## src/design/pli_pkg.sv

```systemverilog
// Shared types and constants for the leaky-integral PID block.
package pli_pkg;

    localparam int MEAS_W  = 16;
    localparam int GAIN_W  = 16;
    localparam int ERR_W   = MEAS_W + 1;
    localparam int DERIV_W = ERR_W + 1;
    localparam int INTEG_W = ERR_W + 1;
    localparam int PROD_PW = GAIN_W + ERR_W;
    localparam int PROD_W  = GAIN_W + DERIV_W;
    localparam int CORR_W  = 35;
    localparam int CFG_IDX_W = 3;

    // Configuration register indexes
    typedef enum logic [CFG_IDX_W-1:0] {
        CFG_GAIN_P  = 3'd0,
        CFG_GAIN_I  = 3'd1,
        CFG_GAIN_D  = 3'd2,
        CFG_REVERSE = 3'd3
    } t_cfg_idx;

    typedef struct packed {
        logic [GAIN_W-1:0] gain_p;
        logic [GAIN_W-1:0] gain_i;
        logic [GAIN_W-1:0] gain_d;
    } t_gains;

    // Error, derivative and updated integral of one item
    typedef struct packed {
        logic [ERR_W-1:0]   error;
        logic [DERIV_W-1:0] deriv;
        logic [INTEG_W-1:0] integ;
    } t_terms;

    // Stage load strobes from the pipeline control
    typedef struct packed {
        logic load_terms;
        logic load_prod;
        logic load_sum;
    } t_pipe_ctl;

endpackage

```

## src/design/pli_front.sv

```systemverilog
// Error stage: error, derivative and leaky integral, with the controller state.
module pli_front
    import pli_pkg::*;
(
    input  logic              i_clk,
    input  logic              i_rst_n,
    input  t_pipe_ctl         i_ctl,
    input  logic              i_reverse,
    input  logic [MEAS_W-1:0] i_measured,
    input  logic [MEAS_W-1:0] i_setpoint,
    output t_terms            o_terms
);

    logic signed [ERR_W-1:0]   r_last_error;
    logic signed [INTEG_W-1:0] r_leaky_sum;
    t_terms                    r_terms;

    logic signed [ERR_W-1:0]     diff;
    logic signed [ERR_W-1:0]     err;
    logic signed [DERIV_W-1:0]   deriv;
    logic signed [INTEG_W:0]     sum2;
    logic signed [INTEG_W:0]     sum2_adj;
    logic signed [INTEG_W-1:0]   n_leaky_sum;

    // Form error and derivative
    always_comb begin
        diff  = $signed({i_setpoint[MEAS_W-1], i_setpoint})
              - $signed({i_measured[MEAS_W-1], i_measured});
        err   = i_reverse ? -diff : diff;
        deriv = $signed({err[ERR_W-1], err})
              - $signed({r_last_error[ERR_W-1], r_last_error});
    end

    // Halve old sum plus twice the error, truncating toward zero
    always_comb begin
        sum2        = $signed({r_leaky_sum[INTEG_W-1], r_leaky_sum})
                    + $signed({err[ERR_W-1], err, 1'b0});
        sum2_adj    = sum2 + $signed({{INTEG_W{1'b0}}, sum2[INTEG_W] & sum2[0]});
        n_leaky_sum = sum2_adj[INTEG_W:1];
    end

    // Update state on transfer into this stage
    always_ff @(posedge i_clk) begin
        if (!i_rst_n) begin
            r_last_error <= '0;
            r_leaky_sum  <= '0;
        end else if (i_ctl.load_terms) begin
            r_last_error <= err;
            r_leaky_sum  <= n_leaky_sum;
        end
    end

    // Hold the terms for the multiply stage
    always_ff @(posedge i_clk) begin
        if (i_ctl.load_terms) begin
            r_terms.error <= err;
            r_terms.deriv <= deriv;
            r_terms.integ <= n_leaky_sum;
        end
    end

    assign o_terms = r_terms;

    // State moves only with a transfer into the stage
    a_state_hold: assert property (@(posedge i_clk) disable iff (!i_rst_n)
        !i_ctl.load_terms |=> $stable(r_last_error) && $stable(r_leaky_sum))
        else $error("controller state changed without a transfer");

    // Stored error and registered terms agree after a load
    a_terms_match: assert property (@(posedge i_clk) disable iff (!i_rst_n)
        i_ctl.load_terms |=> (r_terms.error == r_last_error)
                          && (r_terms.integ == r_leaky_sum))
        else $error("terms register and state disagree");

    // Leaky integral stays within its proven range
    a_integ_range: assert property (@(posedge i_clk) disable iff (!i_rst_n)
        (r_leaky_sum <= 18'sd131070) && (r_leaky_sum >= -18'sd131070))
        else $error("leaky integral out of range");

endmodule

```

## src/design/pli_mac.sv

```systemverilog
// Multiply stage and sum stage of the weighted PID correction.
module pli_mac
    import pli_pkg::*;
(
    input  logic              i_clk,
    input  t_pipe_ctl         i_ctl,
    input  t_gains            i_gains,
    input  t_terms            i_terms,
    output logic [CORR_W-1:0] o_correction
);

    logic signed [PROD_PW-1:0] r_prod_p;
    logic signed [PROD_W-1:0]  r_prod_i;
    logic signed [PROD_W-1:0]  r_prod_d;
    logic signed [CORR_W-1:0]  r_sum;
    logic signed [CORR_W-1:0]  n_sum;

    // Multiply each term by its gain
    always_ff @(posedge i_clk) begin
        if (i_ctl.load_prod) begin
            r_prod_p <= $signed(i_gains.gain_p) * $signed(i_terms.error);
            r_prod_i <= $signed(i_gains.gain_i) * $signed(i_terms.integ);
            r_prod_d <= $signed(i_gains.gain_d) * $signed(i_terms.deriv);
        end
    end

    // Add the three products
    always_comb begin
        n_sum = $signed({{(CORR_W-PROD_PW){r_prod_p[PROD_PW-1]}}, r_prod_p})
              + $signed({{(CORR_W-PROD_W){r_prod_i[PROD_W-1]}}, r_prod_i})
              + $signed({{(CORR_W-PROD_W){r_prod_d[PROD_W-1]}}, r_prod_d});
    end

    // Hold the result until the output transfer
    always_ff @(posedge i_clk) begin
        if (i_ctl.load_sum) begin
            r_sum <= n_sum;
        end
    end

    assign o_correction = r_sum;

endmodule

```

## src/design/pid_leaky_integral_top.sv

```systemverilog
// Top level of the PID controller with leaky integrator.
//
// Each transfer of (measured, setpoint) yields one correction =
// gain_p*error + gain_d*derivative + gain_i*integral, signed with 8 fraction
// bits (Q8.8 gains). The block takes one item every cycle. An item passes four
// registers (input register, error stage, multiply stage, sum register); it
// enters the input register at its transfer edge, and output valid rises when
// it reaches the sum register. The rate is set by the error stage, where the
// stored error and leaky integral are read and rewritten in the same cycle.
// The stages stall together when the output is not taken. Gains and the
// direction bit are written through the configuration channel, which is
// always ready; write it only while no item is in flight.
module pid_leaky_integral_top
    import pli_pkg::*;
(
    input  logic                 i_clk,
    input  logic                 i_rst_n,
    input  logic                 i_in_valid,
    output logic                 o_in_ready,
    input  logic [MEAS_W-1:0]    i_measured,
    input  logic [MEAS_W-1:0]    i_setpoint,
    output logic                 o_out_valid,
    input  logic                 i_out_ready,
    output logic [CORR_W-1:0]    o_correction,
    input  logic                 i_cfg_valid,
    output logic                 o_cfg_ready,
    input  logic [CFG_IDX_W-1:0] i_cfg_index,
    input  logic [GAIN_W-1:0]    i_cfg_data
);

    t_gains            r_gains;
    logic              r_reverse;
    logic              r_in_valid;
    logic              r_terms_valid;
    logic              r_prod_valid;
    logic              r_out_valid;
    logic [MEAS_W-1:0] r_measured;
    logic [MEAS_W-1:0] r_setpoint;

    logic      en_out;
    logic      en_prod;
    logic      en_terms;
    logic      en_in;
    t_pipe_ctl ctl;
    t_terms    terms;

    // Configuration writes; unknown indexes are dropped
    assign o_cfg_ready = 1'b1;

    always_ff @(posedge i_clk) begin
        if (!i_rst_n) begin
            r_gains   <= '0;
            r_reverse <= 1'b0;
        end else if (i_cfg_valid) begin
            unique case (t_cfg_idx'(i_cfg_index))
                CFG_GAIN_P:  r_gains.gain_p <= i_cfg_data;
                CFG_GAIN_I:  r_gains.gain_i <= i_cfg_data;
                CFG_GAIN_D:  r_gains.gain_d <= i_cfg_data;
                CFG_REVERSE: r_reverse      <= i_cfg_data[0];
                default: begin
                end
            endcase
        end
    end

    // Stage enables: a stage advances when empty or when its successor advances
    always_comb begin
        en_out         = !r_out_valid || i_out_ready;
        en_prod        = !r_prod_valid || en_out;
        en_terms       = !r_terms_valid || en_prod;
        en_in          = !r_in_valid || en_terms;
        ctl.load_terms = r_in_valid && en_terms;
        ctl.load_prod  = r_terms_valid && en_prod;
        ctl.load_sum   = r_prod_valid && en_out;
    end

    assign o_in_ready  = en_in;
    assign o_out_valid = r_out_valid;

    // Advance the valid bits
    always_ff @(posedge i_clk) begin
        if (!i_rst_n) begin
            r_in_valid    <= 1'b0;
            r_terms_valid <= 1'b0;
            r_prod_valid  <= 1'b0;
            r_out_valid   <= 1'b0;
        end else begin
            if (en_in)    r_in_valid    <= i_in_valid;
            if (en_terms) r_terms_valid <= r_in_valid;
            if (en_prod)  r_prod_valid  <= r_terms_valid;
            if (en_out)   r_out_valid   <= r_prod_valid;
        end
    end

    // Capture the input payload on transfer
    always_ff @(posedge i_clk) begin
        if (i_in_valid && en_in) begin
            r_measured <= i_measured;
            r_setpoint <= i_setpoint;
        end
    end

    pli_front u_front (
        .i_clk      (i_clk),
        .i_rst_n    (i_rst_n),
        .i_ctl      (ctl),
        .i_reverse  (r_reverse),
        .i_measured (r_measured),
        .i_setpoint (r_setpoint),
        .o_terms    (terms)
    );

    pli_mac u_mac (
        .i_clk        (i_clk),
        .i_ctl        (ctl),
        .i_gains      (r_gains),
        .i_terms      (terms),
        .o_correction (o_correction)
    );

    // An empty output register never blocks the input
    a_ready_when_drained: assert property (@(posedge i_clk) disable iff (!i_rst_n)
        !r_out_valid |-> o_in_ready)
        else $error("input stalled with empty output stage");

    // An item moves into the sum register only from a full product stage
    a_sum_source: assert property (@(posedge i_clk) disable iff (!i_rst_n)
        (en_out && !r_prod_valid) |=> !r_out_valid)
        else $error("output valid without a product in flight");

endmodule

```

## config.mk

```make
export PLATFORM = sky130hd
export DESIGN_NAME = pid_leaky_integral_top
export DESIGN_NICKNAME = d
export VERILOG_FILES = /design/src/design/pli_pkg.sv /design/src/design/pli_front.sv /design/src/design/pli_mac.sv /design/src/design/pid_leaky_integral_top.sv
export SDC_FILE = /design/constraint.sdc
export NUM_CORES = 2
export LEC_CHECK = 0
export ABC_AREA = 1
export BUFFER_PORTS_ARGS = -buffer_cell sky130_fd_sc_hd__buf_2
export CAP_MARGIN = 5
export CORE_MARGIN = 2
export CORE_UTILIZATION = 45
export DETAILED_ROUTE_END_ITERATION = 8
export SETUP_SLACK_MARGIN = 0.3
export SYNTH_ARGS = -nofsm -noshare
export SYNTH_HDL_FRONTEND = slang
export SYNTH_SLANG_ARGS = --single-unit
```

## constraint.sdc

```tcl
create_clock -name i_clk -period 7.2 [get_ports i_clk]
set_input_delay 1.44 -clock i_clk [delete_from_list [all_inputs] [get_ports i_clk]]
set_output_delay 1.44 -clock i_clk [all_outputs]
set_load 0.005 [all_outputs]
```

# Yosys cells after proc, flatten, opt, wreduce, memory -nomap -nowiden
# Cells that the tools add are included.
totals:
  register_bits: 309
  latchBits: 0
  mem_bits_rw: 0
  mem_bits_ro: 0
  in_bits: 56
  out_inout_bits: 38
  memories: 0
classes:
  add_sub_neg: 7
  n_mul: 3
  div: 0
  n_lt_le_gt_ge: 0
  eq_ne: 3
  n_shift: 0
  n_mux: 1
  bitwise: 1
  n_reduce_logical: 17
op_table:
  columns: ["operator", "n"]
  rows:
  - ["$mul 16x18->34", 2]
  - ["$add 33x34->35", 1]
  - ["$add 35x34->35", 1]
  - ["$mul 16x17->33", 1]
  - ["$add 18x18->19", 1]
  - ["$add 19x2->19", 1]
  - ["$sub 17x17->18", 1]
  - ["$mux 17", 1]
  - ["$neg 17->17", 1]
  - ["$sub 16x16->17", 1]
  - ["$reduce_and 2->1", 4]
  - ["$eq 3x2->1 const B", 2]
  - ["$logic_and 1x1->1", 4]
  - ["$logic_not 1->1", 4]
  - ["$logic_or 1x1->1", 4]
  - ["$eq 3x1->1 const B", 1]
  - ["$logic_not 3->1", 1]
  - ["$and 1x1->1", 1]

# Longest topological paths before layout
depth:
  word_depth: 6
  mapped_depth: 40
  ltp_nobuf: 40

# Modules after synthesis
# A second synthesis with hierarchy kept.
unflattened:
  hier_cells: 6667
  area_unflattened_um2: 51848.5
by_module_without_submodules:
  columns: ["mod", "instances", "cells_per_inst", "area_per_inst_um2", "seq_area_each_um2"]
  rows:
  - ["pli_mac", 1, 5316, 41846.4, 4083.9]
  - ["pli_front", 1, 984, 6720.2, 2292.2]
  - ["pid_leaky_integral_top", 1, 367, 3281.9, 2021.9]

# Worst setup path after synthesis
# No wires, ideal clock.
synth_path:
  kind: "register to register"
  from: "register r_gains[17] in the netlist's numbering"
  to: "register u_mac.r_prod_i[33], data pin"
  arrival_ns: 5.605
  setup_slack_ns: 1.333
  stages_incl_launch_ff: 24
  n_path_buf: 2
  period_less_slack_ns: 5.867
  path_cell_list: "dfxtp_1 -> clkbuf_1 -> clkbuf_1 -> nand2_1 -> fa_1 -> inv_1 -> fa_1 -> inv_1 -> fa_1 -> inv_1 -> fa_1 -> inv_1 -> fa_1 -> inv_1 -> fa_1 -> ha_1 -> nand2_1 -> nor2_1 -> nand4_1 -> o21ai_0 -> a21oi_1 -> o21bai_1 -> a21oi_1 -> xor2_1"
synth_between:
  elab_chain_cells: 1
synth_lines:
  columns: ["element", "line", "source"]
  rows:
  - ["start: declaration", "pid_leaky_integral_top.sv:31", "t_gains r_gains;"]
  - ["$mul 16x18->34", "pli_mac.sv:22", "r_prod_i <= $signed(i_gains.gain_i) * $signed(i_terms.integ);"]
  - ["end signal: assignment", "pli_mac.sv:22", null]
  - ["end: declaration", "pli_mac.sv:13", "logic signed [PROD_W-1:0] r_prod_i;"]
# Every way passes these cells.
# A chain may end at the register's enable or synchronous reset.

# Worst setup path in the final report
layout_path:
  from: "register u_front.r_terms, in the netlist u_front.o_terms[44]"
  to: "register u_mac.r_prod_p[25], data pin"
layout_between:
  elab_chain_cells: 1
layout_lines:
  columns: ["element", "line", "source"]
  rows:
  - ["start: declaration", "pli_front.sv:16", "t_terms r_terms;"]
  - ["$mul 16x17->33", "pli_mac.sv:21", "r_prod_p <= $signed(i_gains.gain_p) * $signed(i_terms.error);"]
  - ["end signal: assignment", "pli_mac.sv:21", null]
  - ["end: declaration", "pli_mac.sv:12", "logic signed [PROD_PW-1:0] r_prod_p;"]
# Every way passes these cells.

==> flow_summary.yaml <==
synth:
  syn_nets: 7078
  synth_area_leaders: "fa_1 37%, edfxtp_1 14%, inv_1 12%, nand2_1 9.9%, ha_1 8.8%"
  yosys_warnings: 0
  avgSynthCellArea_um2: 8.41
  synth.top_cell.area_share: 0.368
  synth_area_um2: 48700
  synth_edf_count: 221
  async_flop_share: 0
  yosys.area.top_type: "fa_1"
  syn_inst: 5787
  synth_seq_cells: 309
  synthFlopType: "edfxtp_1"
  yosysSeqAreaShare: 0.172
  yosysUniqueCellTypes: 49
worst_hold_path:
  hp-start: "u_front.r_last_error[2]"
  hold_path.class: "flip-flop to flip-flop"
  hold_depth: 2
  holdPathEnd: "u_front.r_last_error[2]"
sta:
  period_share: 0.924
  fin_crit_ns: 6.65
  worst_slew_pin_slew_ns: 1.19
  fmax_mhz: 150
  max_slew_margin: 0.208
  tns_ns: 0
  setup_viol: 0
  fin_worst_skew_ns: 0.0558
  finalHoldViolCount: 0
  maxSlewViolCount: 0
  grt_setup_unrepaired: "false"
cts:
  cts_root_buf: "clkbuf_16"
  post_cts_buffers: 0
  cts.hold.buffers_added: 0
  cts_sinks: 309
  numCtsBuffers: 40
  clk_pin_slew_ns: 0.07
  ctsResizeCount: 0
  clkLatencyLatePin_ns: 0.63
  cts_tree: "yes"
  clk_path_buf_depth: 3
  h-tree-depth: 2
final_layout:
  layout.cells.non_filler: 7225
  fill_cells: 10400
  layout-drive-gt1-share: 0.0481
  area_growth_pct: 7.09
  fin_nets: 7076
place:
  hpwl_um: 111000
  gp_congestion: 0.924
  port_buffers: 92
  dp.cells: 7146
setup_path:
  worstRegToRegCells: 17
  crit-reg2reg-launch: "u_front.o_terms[44]"
  end_kind: "flip-flop"
  r2r_setup_slack_ns: 0.55
  cp-start-kind: "flip-flop"
  cp_max_fo: 16
  crit_required_ns: 7.52
  regToRegEndpoint: "u_mac.r_prod_p[25]"
  crit_type: "flip-flop to flip-flop"
  crit_arrival_ns: 6.97
  crit_path_start: "u_front.o_terms[44]"
drt:
  viasPerCell: 4.99
  routed_wirelength_um: 132000
  drt-met1-wl_um: 57200
  firstDrtPassIters: 7
  drc: 0
  route.met2.wl_um: 60600
  wl_met3_um: 9260
  drtIter0Drc: 2307
  vias: 36100
  wire_per_inst_um: 18.2
  routed.top_layer: "met5"
  final_antenna_net_count: 0
die:
  io_pins: 94
  fp.dieW_um: 333
  rows: 120
  start_util: 0.454
  fp.dieH_um: 333
  fp.dieArea_um2: 111000
  core_um2: 107000
power:
  peakVddDrop_mv: 0.184
  p_leak_nw: 27.9
  powerDensity_nw_per_um2: 171
global_route:
  grt_max_degree: 60
  grt_pass1_wl_um: 213000
  grt_pass1_vias: 38400
  grt_overflow: 0
  antenna_found_initial: 15
  track_usage: 0.248
run:
  cap_violations: 0
run_status:
  status: "finished, final reports clean"
-- kinds of logic after synthesis --
family                   Yosys count  synth area share
AO/OA/AOI/OAI                    494            0.0545
XOR/XNOR                         186            0.0339
adder cells (fa/ha/maj)         1235             0.455
buffers and inverters           1775             0.137
flip-flops                       309             0.172
other                              1         0.0000770
AND/OR/NAND/NOR                 1787             0.147
-- worst max-delay path, cell delays in order (launching register included) --
cell      delay [ns]
edfxtp_1        0.85
nand2_1         0.19
fa_1            0.56
inv_1           0.05
fa_1            0.40
fa_1            0.55
inv_1           0.06
fa_1            0.52
inv_1           0.05
fa_1            0.51
fa_1            0.42
ha_1            0.41
nand2_1         0.14
nor4_2          0.46
nand4_1         0.16
nand3_1         0.32
a21oi_1         0.13
xnor2_1         0.55
-- routing by layer --
layer	track usage	vias to the layer above
li1	-	17100
met1	0.334	17800
met2	0.404	1040
met3	0.0475	180
met4	0.0807	12
met5	0	-
-- cell usage after synthesis, drive strengths merged (15+ instances only) --
library cell / instances
a21o: 15
a21oi: 243
buf: 17
clkbuf: 186
dfxtp: 88
edfxtp: 221
fa: 894
ha: 341
inv: 1570
nand2: 1288
nand3: 120
nand4: 34
nor2: 278
nor3: 27
o21ai: 181
or2: 21
xnor2: 64
xor2: 122
-- per-stage QoR --
stage	setup slack (ns)	hold slack, ns	utilization	power [mW]	area, µm²
4_1_cts	0.392	0.469	0.486	8.93	52100
3_5_place_dp	0.481	0.462	0.473	6.66	50700
5_1_grt	0.305	0.501	0.486	9.59	52100
3_3_place_gp	0.502	0.454	0.473	6.63	50700
6_report	0.547	0.468	0.486	8.89	52100
2_1_floorplan	1.33	0.435	-	5.30	48700
-- sequential cells by signal, indices dropped and copies added (netlist names) --
register / count
o_out_valid: 1
r_gains: 48
r_in_valid: 1
r_measured: 16
r_prod_valid: 1
r_reverse: 1
r_setpoint: 16
r_terms_valid: 1
u_front.o_terms: 53
u_front.r_last_error: 17
u_front.r_leaky_sum: 18
u_mac.o_correction: 35
u_mac.r_prod_d: 34
u_mac.r_prod_i: 34
u_mac.r_prod_p: 33
-- cells in the final DEF (no fill, tap or decap), types with 117 or more instances in the layout --
cell type and count:
o21ai_0 170, a21oi_1 242, ha_1 341, fa_1 894, inv_1 1568, nor2_1 268, edfxtp_1 221, nand2_1 1281
nand3_1 117, xor2_1 119
-- layout make-up --
type                            count  area, µm²  share of cell area
Multi-Input combinational cell   3703      33600               0.645
Sequential cell                   309       8400               0.161
Clock buffer                       47       1080              0.0207
Timing Repair Buffer              159        963              0.0185
Clock inverter                     27        382             0.00732
Antenna cell                        5       12.5            0.000240
Tap cell                         1403       1760              0.0337
Inverter                         1572       5900               0.113
-- power breakdown --
part           switching, mW  leakage [nW]  internal, mW
combinational           2.66          24.4          1.46
sequential             0.326          2.80          2.21
clock                  0.912         0.697          1.32
total                   3.90          27.9          4.99
-- how the worst max path moves through the flow --
stage / cells after the start / slack, ns / end
after global routing: 22 / 0.30 / u_mac.r_prod_d[25]
after global placement: 17 / 0.50 / u_mac.r_prod_p[25]
after CTS: 17 / 0.39 / u_mac.r_prod_p[25]
final: 17 / 0.55 / u_mac.r_prod_p[25]
after floorplan: 23 / 1.33 / u_mac.r_prod_i[33]
after detailed placement: 17 / 0.48 / u_mac.r_prod_p[25]
Power figures use the tool's default switching activity.
